==> src/hdl/pitt_pkg.sv <==
// shared types, constants and helpers for the integer to text converter
package pitt_pkg;

    localparam int VALUE_W    = 32;
    localparam int WIDTH_W    = 5;
    localparam int CHAR_W     = 8;
    localparam int DIG_W      = 4;
    localparam int DIGITS_DEC = 10;
    localparam int DIGITS_HEX = 8;
    localparam int BCD_W      = DIGITS_DEC * DIG_W;
    localparam int NDIG_W     = 4;
    localparam int CNT_W      = 5;

    localparam logic [DIG_W-1:0]  DABBLE_LIMIT = 4'd5;
    localparam logic [DIG_W-1:0]  DABBLE_ADD   = 4'd3;
    localparam logic [DIG_W-1:0]  DIGIT_MAX    = 4'd9;
    localparam logic [DIG_W-1:0]  DIGIT_TEN    = 4'd10;
    localparam logic [CHAR_W-1:0] CHAR_ZERO    = 8'h30;
    localparam logic [CHAR_W-1:0] CHAR_LOWER_A = 8'h61;
    localparam logic [CHAR_W-1:0] CHAR_SPACE   = 8'h20;

    typedef enum logic [1:0] {
        CONV_IDLE,
        CONV_DABBLE,
        CONV_NORM,
        CONV_DONE
    } conv_state_t;

    typedef struct packed {
        logic               start;
        logic [VALUE_W-1:0] value;
        logic               hex;
        logic [WIDTH_W-1:0] width;
        logic               zpad;
    } conv_req_t;

    typedef struct packed {
        logic               valid;
        logic [BCD_W-1:0]   digits;
        logic [NDIG_W-1:0]  ndig;
        logic [WIDTH_W-1:0] width;
        logic               zpad;
    } conv_res_t;

    function automatic logic [CHAR_W-1:0] digit_to_ascii(input logic [DIG_W-1:0] d);
        logic [CHAR_W-1:0] c;
        if (d > DIGIT_MAX)
        begin
            c = CHAR_LOWER_A + CHAR_W'(d - DIGIT_TEN);
        end
        else
        begin
            c = CHAR_ZERO + CHAR_W'(d);
        end
        return c;
    endfunction

endpackage

==> src/hdl/pitt_ifs.sv <==
// valid/ready channel interfaces for numbers in and characters out
interface pitt_in_if;
    import pitt_pkg::*;
    logic               valid;
    logic               ready;
    logic [VALUE_W-1:0] value;
    logic               hex_radix;
    logic [WIDTH_W-1:0] field_width;
    logic               zero_pad;

    modport source (output valid, output value, output hex_radix, output field_width,
                    output zero_pad, input ready);
    modport sink (input valid, input value, input hex_radix, input field_width,
                  input zero_pad, output ready);
endinterface

interface pitt_out_if;
    import pitt_pkg::*;
    logic              valid;
    logic              ready;
    logic [CHAR_W-1:0] char_out;
    logic              last_char;

    modport source (output valid, output char_out, output last_char, input ready);
    modport sink (input valid, input char_out, input last_char, output ready);
endinterface

==> src/hdl/pitt_digit_conv.sv <==
// binary to digit converter, bit-serial for decimal, with leading zero removal
module pitt_digit_conv
    import pitt_pkg::*;
(
    input  logic      clk,
    input  logic      rst_n,
    input  conv_req_t req,
    input  logic      take,
    output logic      idle,
    output conv_res_t res
);

    conv_state_t        state_reg, state_next;
    logic [CNT_W-1:0]   cnt_reg, cnt_next;
    logic [VALUE_W-1:0] shift_reg, shift_next;
    logic [BCD_W-1:0]   bcd_reg, bcd_next;
    logic [NDIG_W-1:0]  ndig_reg, ndig_next;
    logic [WIDTH_W-1:0] width_reg, width_next;
    logic               zpad_reg, zpad_next;
    logic [BCD_W-1:0]   adj;

    // add-3 correction, one lane per digit
    always_comb
    begin
        for (int i = 0; i < DIGITS_DEC; i++)
        begin
            if (bcd_reg[i*DIG_W +: DIG_W] >= DABBLE_LIMIT)
            begin
                adj[i*DIG_W +: DIG_W] = bcd_reg[i*DIG_W +: DIG_W] + DABBLE_ADD;
            end
            else
            begin
                adj[i*DIG_W +: DIG_W] = bcd_reg[i*DIG_W +: DIG_W];
            end
        end
    end

    always_ff @(posedge clk or negedge rst_n)
    begin
        if (!rst_n)
        begin
            state_reg <= CONV_IDLE;
        end
        else
        begin
            state_reg <= state_next;
        end
    end

    always_ff @(posedge clk)
    begin
        cnt_reg   <= cnt_next;
        shift_reg <= shift_next;
        bcd_reg   <= bcd_next;
        ndig_reg  <= ndig_next;
        width_reg <= width_next;
        zpad_reg  <= zpad_next;
    end

    always_comb
    begin
        state_next = state_reg;
        cnt_next   = cnt_reg;
        shift_next = shift_reg;
        bcd_next   = bcd_reg;
        ndig_next  = ndig_reg;
        width_next = width_reg;
        zpad_next  = zpad_reg;
        unique case (state_reg)
            CONV_IDLE:
            begin
                if (req.start)
                begin
                    width_next = req.width;
                    zpad_next  = req.zpad;
                    shift_next = req.value;
                    if (req.hex)
                    begin
                        bcd_next   = {req.value, {(BCD_W-VALUE_W){1'b0}}};
                        ndig_next  = NDIG_W'(DIGITS_HEX);
                        state_next = CONV_NORM;
                    end
                    else
                    begin
                        bcd_next   = '0;
                        ndig_next  = NDIG_W'(DIGITS_DEC);
                        cnt_next   = CNT_W'(VALUE_W - 1);
                        state_next = CONV_DABBLE;
                    end
                end
            end
            CONV_DABBLE:
            begin
                bcd_next   = {adj[BCD_W-2:0], shift_reg[VALUE_W-1]};
                shift_next = {shift_reg[VALUE_W-2:0], 1'b0};
                cnt_next   = cnt_reg - 1'b1;
                if (cnt_reg == '0)
                begin
                    state_next = CONV_NORM;
                end
            end
            CONV_NORM:
            begin
                // drop one leading zero digit per cycle, keep at least one digit
                if ((ndig_reg > NDIG_W'(1)) && (bcd_reg[BCD_W-1 -: DIG_W] == '0))
                begin
                    bcd_next  = {bcd_reg[BCD_W-DIG_W-1:0], {DIG_W{1'b0}}};
                    ndig_next = ndig_reg - 1'b1;
                end
                else
                begin
                    state_next = CONV_DONE;
                end
            end
            CONV_DONE:
            begin
                if (take)
                begin
                    state_next = CONV_IDLE;
                end
            end
            default:
            begin
                state_next = CONV_IDLE;
            end
        endcase
    end

    assign idle       = (state_reg == CONV_IDLE);
    assign res.valid  = (state_reg == CONV_DONE);
    assign res.digits = bcd_reg;
    assign res.ndig   = ndig_reg;
    assign res.width  = width_reg;
    assign res.zpad   = zpad_reg;

endmodule

==> src/hdl/pitt_char_emit.sv <==
// pad and digit character sequencer with registered output
module pitt_char_emit
    import pitt_pkg::*;
(
    input  logic      clk,
    input  logic      rst_n,
    input  conv_res_t res,
    input  logic      take,
    output logic      ready,
    pitt_out_if.source text
);

    logic               busy_reg, busy_next;
    logic               ovalid_reg, ovalid_next;
    logic [BCD_W-1:0]   dig_reg, dig_next;
    logic [NDIG_W-1:0]  ndig_reg, ndig_next;
    logic [WIDTH_W-1:0] npad_reg, npad_next;
    logic               zpad_reg, zpad_next;
    logic [CHAR_W-1:0]  char_reg, char_next;
    logic               last_reg, last_next;
    logic               step;

    assign ready = !busy_reg;
    assign step  = busy_reg && (!ovalid_reg || text.ready);

    always_ff @(posedge clk or negedge rst_n)
    begin
        if (!rst_n)
        begin
            busy_reg   <= 1'b0;
            ovalid_reg <= 1'b0;
        end
        else
        begin
            busy_reg   <= busy_next;
            ovalid_reg <= ovalid_next;
        end
    end

    always_ff @(posedge clk)
    begin
        dig_reg  <= dig_next;
        ndig_reg <= ndig_next;
        npad_reg <= npad_next;
        zpad_reg <= zpad_next;
        char_reg <= char_next;
        last_reg <= last_next;
    end

    always_comb
    begin
        busy_next   = busy_reg;
        ovalid_next = ovalid_reg;
        dig_next    = dig_reg;
        ndig_next   = ndig_reg;
        npad_next   = npad_reg;
        zpad_next   = zpad_reg;
        char_next   = char_reg;
        last_next   = last_reg;
        if (ovalid_reg && text.ready)
        begin
            ovalid_next = 1'b0;
        end
        if (take)
        begin
            busy_next = 1'b1;
            dig_next  = res.digits;
            ndig_next = res.ndig;
            zpad_next = res.zpad;
            if (res.width > WIDTH_W'(res.ndig))
            begin
                npad_next = res.width - WIDTH_W'(res.ndig);
            end
            else
            begin
                npad_next = '0;
            end
        end
        else if (step)
        begin
            ovalid_next = 1'b1;
            if (npad_reg != '0)
            begin
                char_next = zpad_reg ? CHAR_ZERO : CHAR_SPACE;
                last_next = 1'b0;
                npad_next = npad_reg - 1'b1;
            end
            else
            begin
                char_next = digit_to_ascii(dig_reg[BCD_W-1 -: DIG_W]);
                dig_next  = {dig_reg[BCD_W-DIG_W-1:0], {DIG_W{1'b0}}};
                ndig_next = ndig_reg - 1'b1;
                last_next = (ndig_reg == NDIG_W'(1));
                if (ndig_reg == NDIG_W'(1))
                begin
                    busy_next = 1'b0;
                end
            end
        end
    end

    assign text.valid     = ovalid_reg;
    assign text.char_out  = char_reg;
    assign text.last_char = last_reg;

endmodule

==> src/hdl/padded_integer_to_text.sv <==
// top level: unsigned integer to padded decimal or hex text
//
// channel   role    payload
// number    sink    value[31:0], hex_radix, field_width[4:0], zero_pad
// text      source  char_out[7:0], last_char
//
// decimal conversion shifts one bit per cycle through all 32 bits, then strips one
// leading zero digit per cycle (up to 9); hex skips the shifting (up to 7 strips)
// characters then leave one per cycle from the output register while the text channel
// is ready, and the next number converts meanwhile
// reset clears the control state of converter and emitter; no clearing pass
// a stalled text channel holds the character, then backs up into converter and input
module padded_integer_to_text
    import pitt_pkg::*;
#(
    parameter int MAX_WIDTH = 31
)
(
    input  logic clk,
    input  logic rst_n,
    pitt_in_if.sink    number,
    pitt_out_if.source text
);

    localparam int CMP_W = ($clog2(MAX_WIDTH + 1) > WIDTH_W) ? $clog2(MAX_WIDTH + 1)
                                                             : WIDTH_W;

    conv_req_t          req;
    conv_res_t          res;
    logic               conv_idle;
    logic               emit_ready;
    logic               take;
    logic               accept;
    logic [WIDTH_W-1:0] sat_width;

    // width saturation
    always_comb
    begin
        if (CMP_W'(number.field_width) > CMP_W'(MAX_WIDTH))
        begin
            sat_width = WIDTH_W'(MAX_WIDTH);
        end
        else
        begin
            sat_width = number.field_width;
        end
    end

    assign number.ready = conv_idle;
    assign accept       = number.valid && conv_idle;
    assign req.start    = accept;
    assign req.value    = number.value;
    assign req.hex      = number.hex_radix;
    assign req.width    = sat_width;
    assign req.zpad     = number.zero_pad;
    assign take         = res.valid && emit_ready;

    pitt_digit_conv u_conv (
        .clk   (clk),
        .rst_n (rst_n),
        .req   (req),
        .take  (take),
        .idle  (conv_idle),
        .res   (res)
    );

    pitt_char_emit u_emit (
        .clk   (clk),
        .rst_n (rst_n),
        .res   (res),
        .take  (take),
        .ready (emit_ready),
        .text  (text)
    );

`ifndef ASSERT_OFF
    a_busy_after_accept: assert property (@(posedge clk) disable iff (!rst_n)
        accept |=> !number.ready)
        else $error("converter took a new transaction while busy");

    a_emit_busy_after_take: assert property (@(posedge clk) disable iff (!rst_n)
        take |=> !emit_ready)
        else $error("emitter did not start after handoff");

    a_result_held: assert property (@(posedge clk) disable iff (!rst_n)
        (res.valid && !take) |=> (res.valid && $stable(res.digits) && $stable(res.ndig)))
        else $error("converted digits changed before handoff");
`endif

endmodule

==> src/flat_wrapper.sv <==
// flat-port wrapper written by rule: the top's interface ports become plain ports
module padded_integer_to_text_flat import pitt_pkg::*;
#(
    parameter int MAX_WIDTH = 31
)
  (clk, rst_n, number_valid, number_value, number_hex_radix, number_field_width, number_zero_pad, number_ready, text_valid, text_char_out, text_last_char, text_ready);
  pitt_in_if number_i ();
  pitt_out_if text_i ();
  input  logic clk;
  input  logic rst_n;
  input wire logic [$bits(number_i.valid)-1:0] number_valid;
  input wire logic [$bits(number_i.value)-1:0] number_value;
  input wire logic [$bits(number_i.hex_radix)-1:0] number_hex_radix;
  input wire logic [$bits(number_i.field_width)-1:0] number_field_width;
  input wire logic [$bits(number_i.zero_pad)-1:0] number_zero_pad;
  output wire logic [$bits(number_i.ready)-1:0] number_ready;
  output wire logic [$bits(text_i.valid)-1:0] text_valid;
  output wire logic [$bits(text_i.char_out)-1:0] text_char_out;
  output wire logic [$bits(text_i.last_char)-1:0] text_last_char;
  input wire logic [$bits(text_i.ready)-1:0] text_ready;
  assign number_i.valid = number_valid;
  assign number_i.value = number_value;
  assign number_i.hex_radix = number_hex_radix;
  assign number_i.field_width = number_field_width;
  assign number_i.zero_pad = number_zero_pad;
  assign number_ready = number_i.ready;
  assign text_valid = text_i.valid;
  assign text_char_out = text_i.char_out;
  assign text_last_char = text_i.last_char;
  assign text_i.ready = text_ready;
  padded_integer_to_text #(.MAX_WIDTH(MAX_WIDTH)) u_core (.clk(clk), .rst_n(rst_n), .number(number_i), .text(text_i));
endmodule
==> config.mk <==
export PLATFORM = sky130hd
export DESIGN_NAME = padded_integer_to_text_flat
export DESIGN_NICKNAME = d
export VERILOG_FILES = /design/src/hdl/pitt_pkg.sv /design/src/hdl/pitt_ifs.sv /design/src/hdl/pitt_digit_conv.sv /design/src/hdl/pitt_char_emit.sv /design/src/hdl/padded_integer_to_text.sv /design/src/flat_wrapper.sv
export SDC_FILE = /design/constraint.sdc
export NUM_CORES = 1
export LEC_CHECK = 0
export BUFFER_PORTS_ARGS = -buffer_cell sky130_fd_sc_hd__buf_2
export CAP_MARGIN = 20
export CORE_ASPECT_RATIO = 1.2
export CORE_MARGIN = 1.5
export CORE_UTILIZATION = 25
export CTS_CLUSTER_DIAMETER = 200
export DETAILED_ROUTE_END_ITERATION = 6
export SLEW_MARGIN = 10
export SYNTH_ARGS = -nofsm -noshare
export SYNTH_HDL_FRONTEND = slang
export SYNTH_SLANG_ARGS = --single-unit
==> constraint.sdc <==
create_clock -name clk -period 4.8 [get_ports clk]
set_input_delay 0.72 -clock clk [delete_from_list [all_inputs] [get_ports clk]]
set_output_delay 0.72 -clock clk [all_outputs]
set_load 0.05 [all_outputs]
==> flow_metrics.tcl <==
set metrics [dict create \
    yosys_warnings 0 \
    fin_crit_ns 2.91 \
    finalClockSkew_ns 0.00756 \
    grt_antenna_before_repair 0 \
    cellLeakagePower_nw 3.34 \
    htreeDepth 4 \
    postSynth.topFlopCell "sky130_fd_sc_hd__edfxtp_1" \
    drt_pre_antenna_iters 5 \
    wirelength_um 15700 \
    path_max_fanout 31 \
    timing.max_slew.rel_slack_pct 34.8 \
    worstSetupStartpointType "flip-flop" \
    post-cts-setup-buffers 0 \
    worstSetupEndpointType "flip-flop" \
    clk_root_buffer_cell "sky130_fd_sc_hd__clkbuf_16" \
    areaGrowthSynthToFinish_pct 16.2 \
    maximum_number_of_pins_on_one_net_before_global_route_repair 69 \
    yosys.cell_types.count 49 \
    vias_per_instance 4.48 \
    cts_tree "built" \
    worst_skew_pair.late_latency_ns 0.42 \
    p_per_area_mw_per_mm2 600 \
    vias 5041 \
    cts.reportedPaths.clkPinSlew_ns 0.06 \
    first_global_vias 5083 \
    cts_bufs_inserted 17 \
    detail_route.drc_violations 0 \
    floorplan.rows 70 \
    hold_path_class "input pin to async pin" \
    diodes 0 \
    number_of_flip_flops_and_latches_in_the_synthesized_netlist 149 \
    number_of_max_slew_violations_in_the_final_report 0 \
    max_cap_violations 0 \
    worst_slack_ns 1.89 \
    cts.hold.buffers_added 0 \
    worst-setup-path-type "flip-flop to flip-flop" \
    most_frequent_standard_cell_in_the_layout_excluding_fill_and_tap_cells "sky130_fd_sc_hd__edfxtp_1" \
    critPathRequiredTime_ns 4.91 \
    die_height_um 196 \
    overflow_left_after_global_routing 0 \
    cts_num_sinks 149 \
    detail_route.iter0.violations 314 \
    avgSynthCellArea_um2 11.6 \
    placed_cell_area_mm2 0.00849 \
    wl_per_cell_um 13.9 \
    number_of_gates_given_a_new_drive_strength_after_cts 0 \
    synth_edf_count 145 \
    period_share_pct 60.6 \
    syn-instance-count 671 \
    floorplan.die.width_um 164 \
    mostFrequentLayoutCells "145 x sky130_fd_sc_hd__edfxtp_1, 91 x sky130_fd_sc_hd__nand2_1, 66 x sky130_fd_sc_hd__o21ai_0, 52 x sky130_fd_sc_hd__buf_2, 44 x sky130_fd_sc_hd__inv_1" \
    detailedPlacementHpwl_um 11000 \
    setup.reg_to_reg.worst_slack_ns 1.89 \
    timing.fmax_mhz 344 \
    status "complete, no violations" \
    top_level_pins 54 \
    rsz0062_at_grt "no" \
    grt_util_all_layers_pct 10.2 \
    design_area_mm2 0.00903 \
    fp.dieArea_mm2 0.0321 \
    final_nets 802 \
    ys_async_sr_fraction_pct 2.68 \
    syn_nets 756 \
    setup_viol 0 \
    critical-path-slowest-cell "sky130_fd_sc_hd__o21ai_4" \
    initial_core_util_pct 25.4 \
    syn_area_mm2 0.00777 \
    ordered_cell_list_for_the_critical_path "inv_1 > ha_1 > or3b_1 > or2_1 > o21ai_4 > buf_4" \
    placement.io_buffers 52 \
    grt_first_pass_wirelength_um 25300 \
    routabilityCongestion 0.770 \
    final_layout_size_suffix_gt1_share_pct 19.2 \
    place_ws_ns 1.84 \
    timing.final.hold_violations 0 \
    worst_pin_slew_ns 0.975 \
    setup-tns-final_ns 0 \
    core_box_area_mm2 0.0306 \
    synth.yosys.seq_area_share_pct 57.3 \
    cp.arrival_ns 3.02 \
    critical_path_s_largest_stage_delay_ns 0.81 \
    drt.antenna.violating_nets 0 \
    ctsLongestPathBuffers 2 \
    vdd_ir_drop_max_v 0.000242 \
]
[cell families after synthesis]
family	synth area share [%]
AND/OR/NAND/NOR	10.3
AO/OA/AOI/OAI	12.2
flip-flops	57.3
buffers and inverters	3.98
multiplexers	6.46
adder cells (fa/ha/maj)	6.86
XOR/XNOR	2.82
other	0.0483
[cell usage after synthesis, types with 6 or more instances]
master | n | area share, %
sky130_fd_sc_hd__inv_1 | 44 | 2.1
sky130_fd_sc_hd__a21oi_1 | 40 | 2.6
sky130_fd_sc_hd__o21ai_0 | 68 | 4.4
sky130_fd_sc_hd__xnor2_1 | 21 | 2.4
sky130_fd_sc_hd__nor3b_1 | 16 | 1.5
sky130_fd_sc_hd__mux2_2 | 41 | 5.9
sky130_fd_sc_hd__nor3_1 | 6 | 0.39
sky130_fd_sc_hd__nand2b_1 | 14 | 1.1
sky130_fd_sc_hd__nand2_1 | 91 | 4.4
sky130_fd_sc_hd__a22oi_1 | 32 | 3.1
sky130_fd_sc_hd__edfxtp_1 | 145 | 56
sky130_fd_sc_hd__ha_1 | 41 | 6.6
sky130_fd_sc_hd__clkbuf_1 | 26 | 1.3
sky130_fd_sc_hd__nor2_1 | 25 | 1.2
[layer usage]
metal,GRT usage (%),routed length (um),vias up
met5,0,0,-
met1,11.7,6910,2414
met2,17.6,8070,96
met3,2.39,461,17
met4,4.85,249,0
li1,-,-,2514
[worst max-delay path: cells and delay by family (launching register included)]
family	cells	cell delay, ns
and+or+nand+nor	2	0.74
buffers and inverters	2	0.44
AOI/OAI and AO/OA	1	0.81
adders and majority gates	1	0.17
DFF	1	0.41
[path summary, 6_finish.rpt]
kind	endpoint	startpoint	cells after the start
worst min-delay path	u_core.u_emit.busy_reg	rst_n	1
worst min register to register	u_core.u_emit.zpad_reg	u_core.u_conv.zpad_reg	0
max in group asynchronous	u_core.u_emit.text.valid	rst_n	1
min in group clk	u_core.u_emit.zpad_reg	u_core.u_conv.zpad_reg	0
worst max register to register	u_core.u_emit.dig_reg[24]	u_core.u_emit.npad_reg[0]	6
worst max-delay path	u_core.u_emit.dig_reg[24]	u_core.u_emit.npad_reg[0]	6
[stage by stage]
stage	util [%]	power [W]	hold WS (ns)	cells
2_1_floorplan	-	0.00370	0.400	671
3_3_place_gp	27.8	0.00418	0.418	1094
3_5_place_dp	27.8	0.00422	0.419	1094
4_1_cts	29.5	0.00547	0.0767	1126
5_1_grt	29.5	0.00580	0.0823	1126
6_report	29.5	0.00542	0.0928	1126
[layout make-up]
cell class	count	area, um^2
fillers	3076	21500
flip-flops and latches	149	4450
multi-input cells	443	3040
well taps	396	495
clock buffers	17	425
repair buffers	61	328
inverters	45	169
clock inverters	15	115
[report_power, final]
part,switching [W],internal [W]
logic,0.00112,0.000777
clock network,0.000525,0.000704
registers,0.000291,0.00200
total,0.00194,0.00348
No activity file was read; power rests on OpenSTA's default activity.
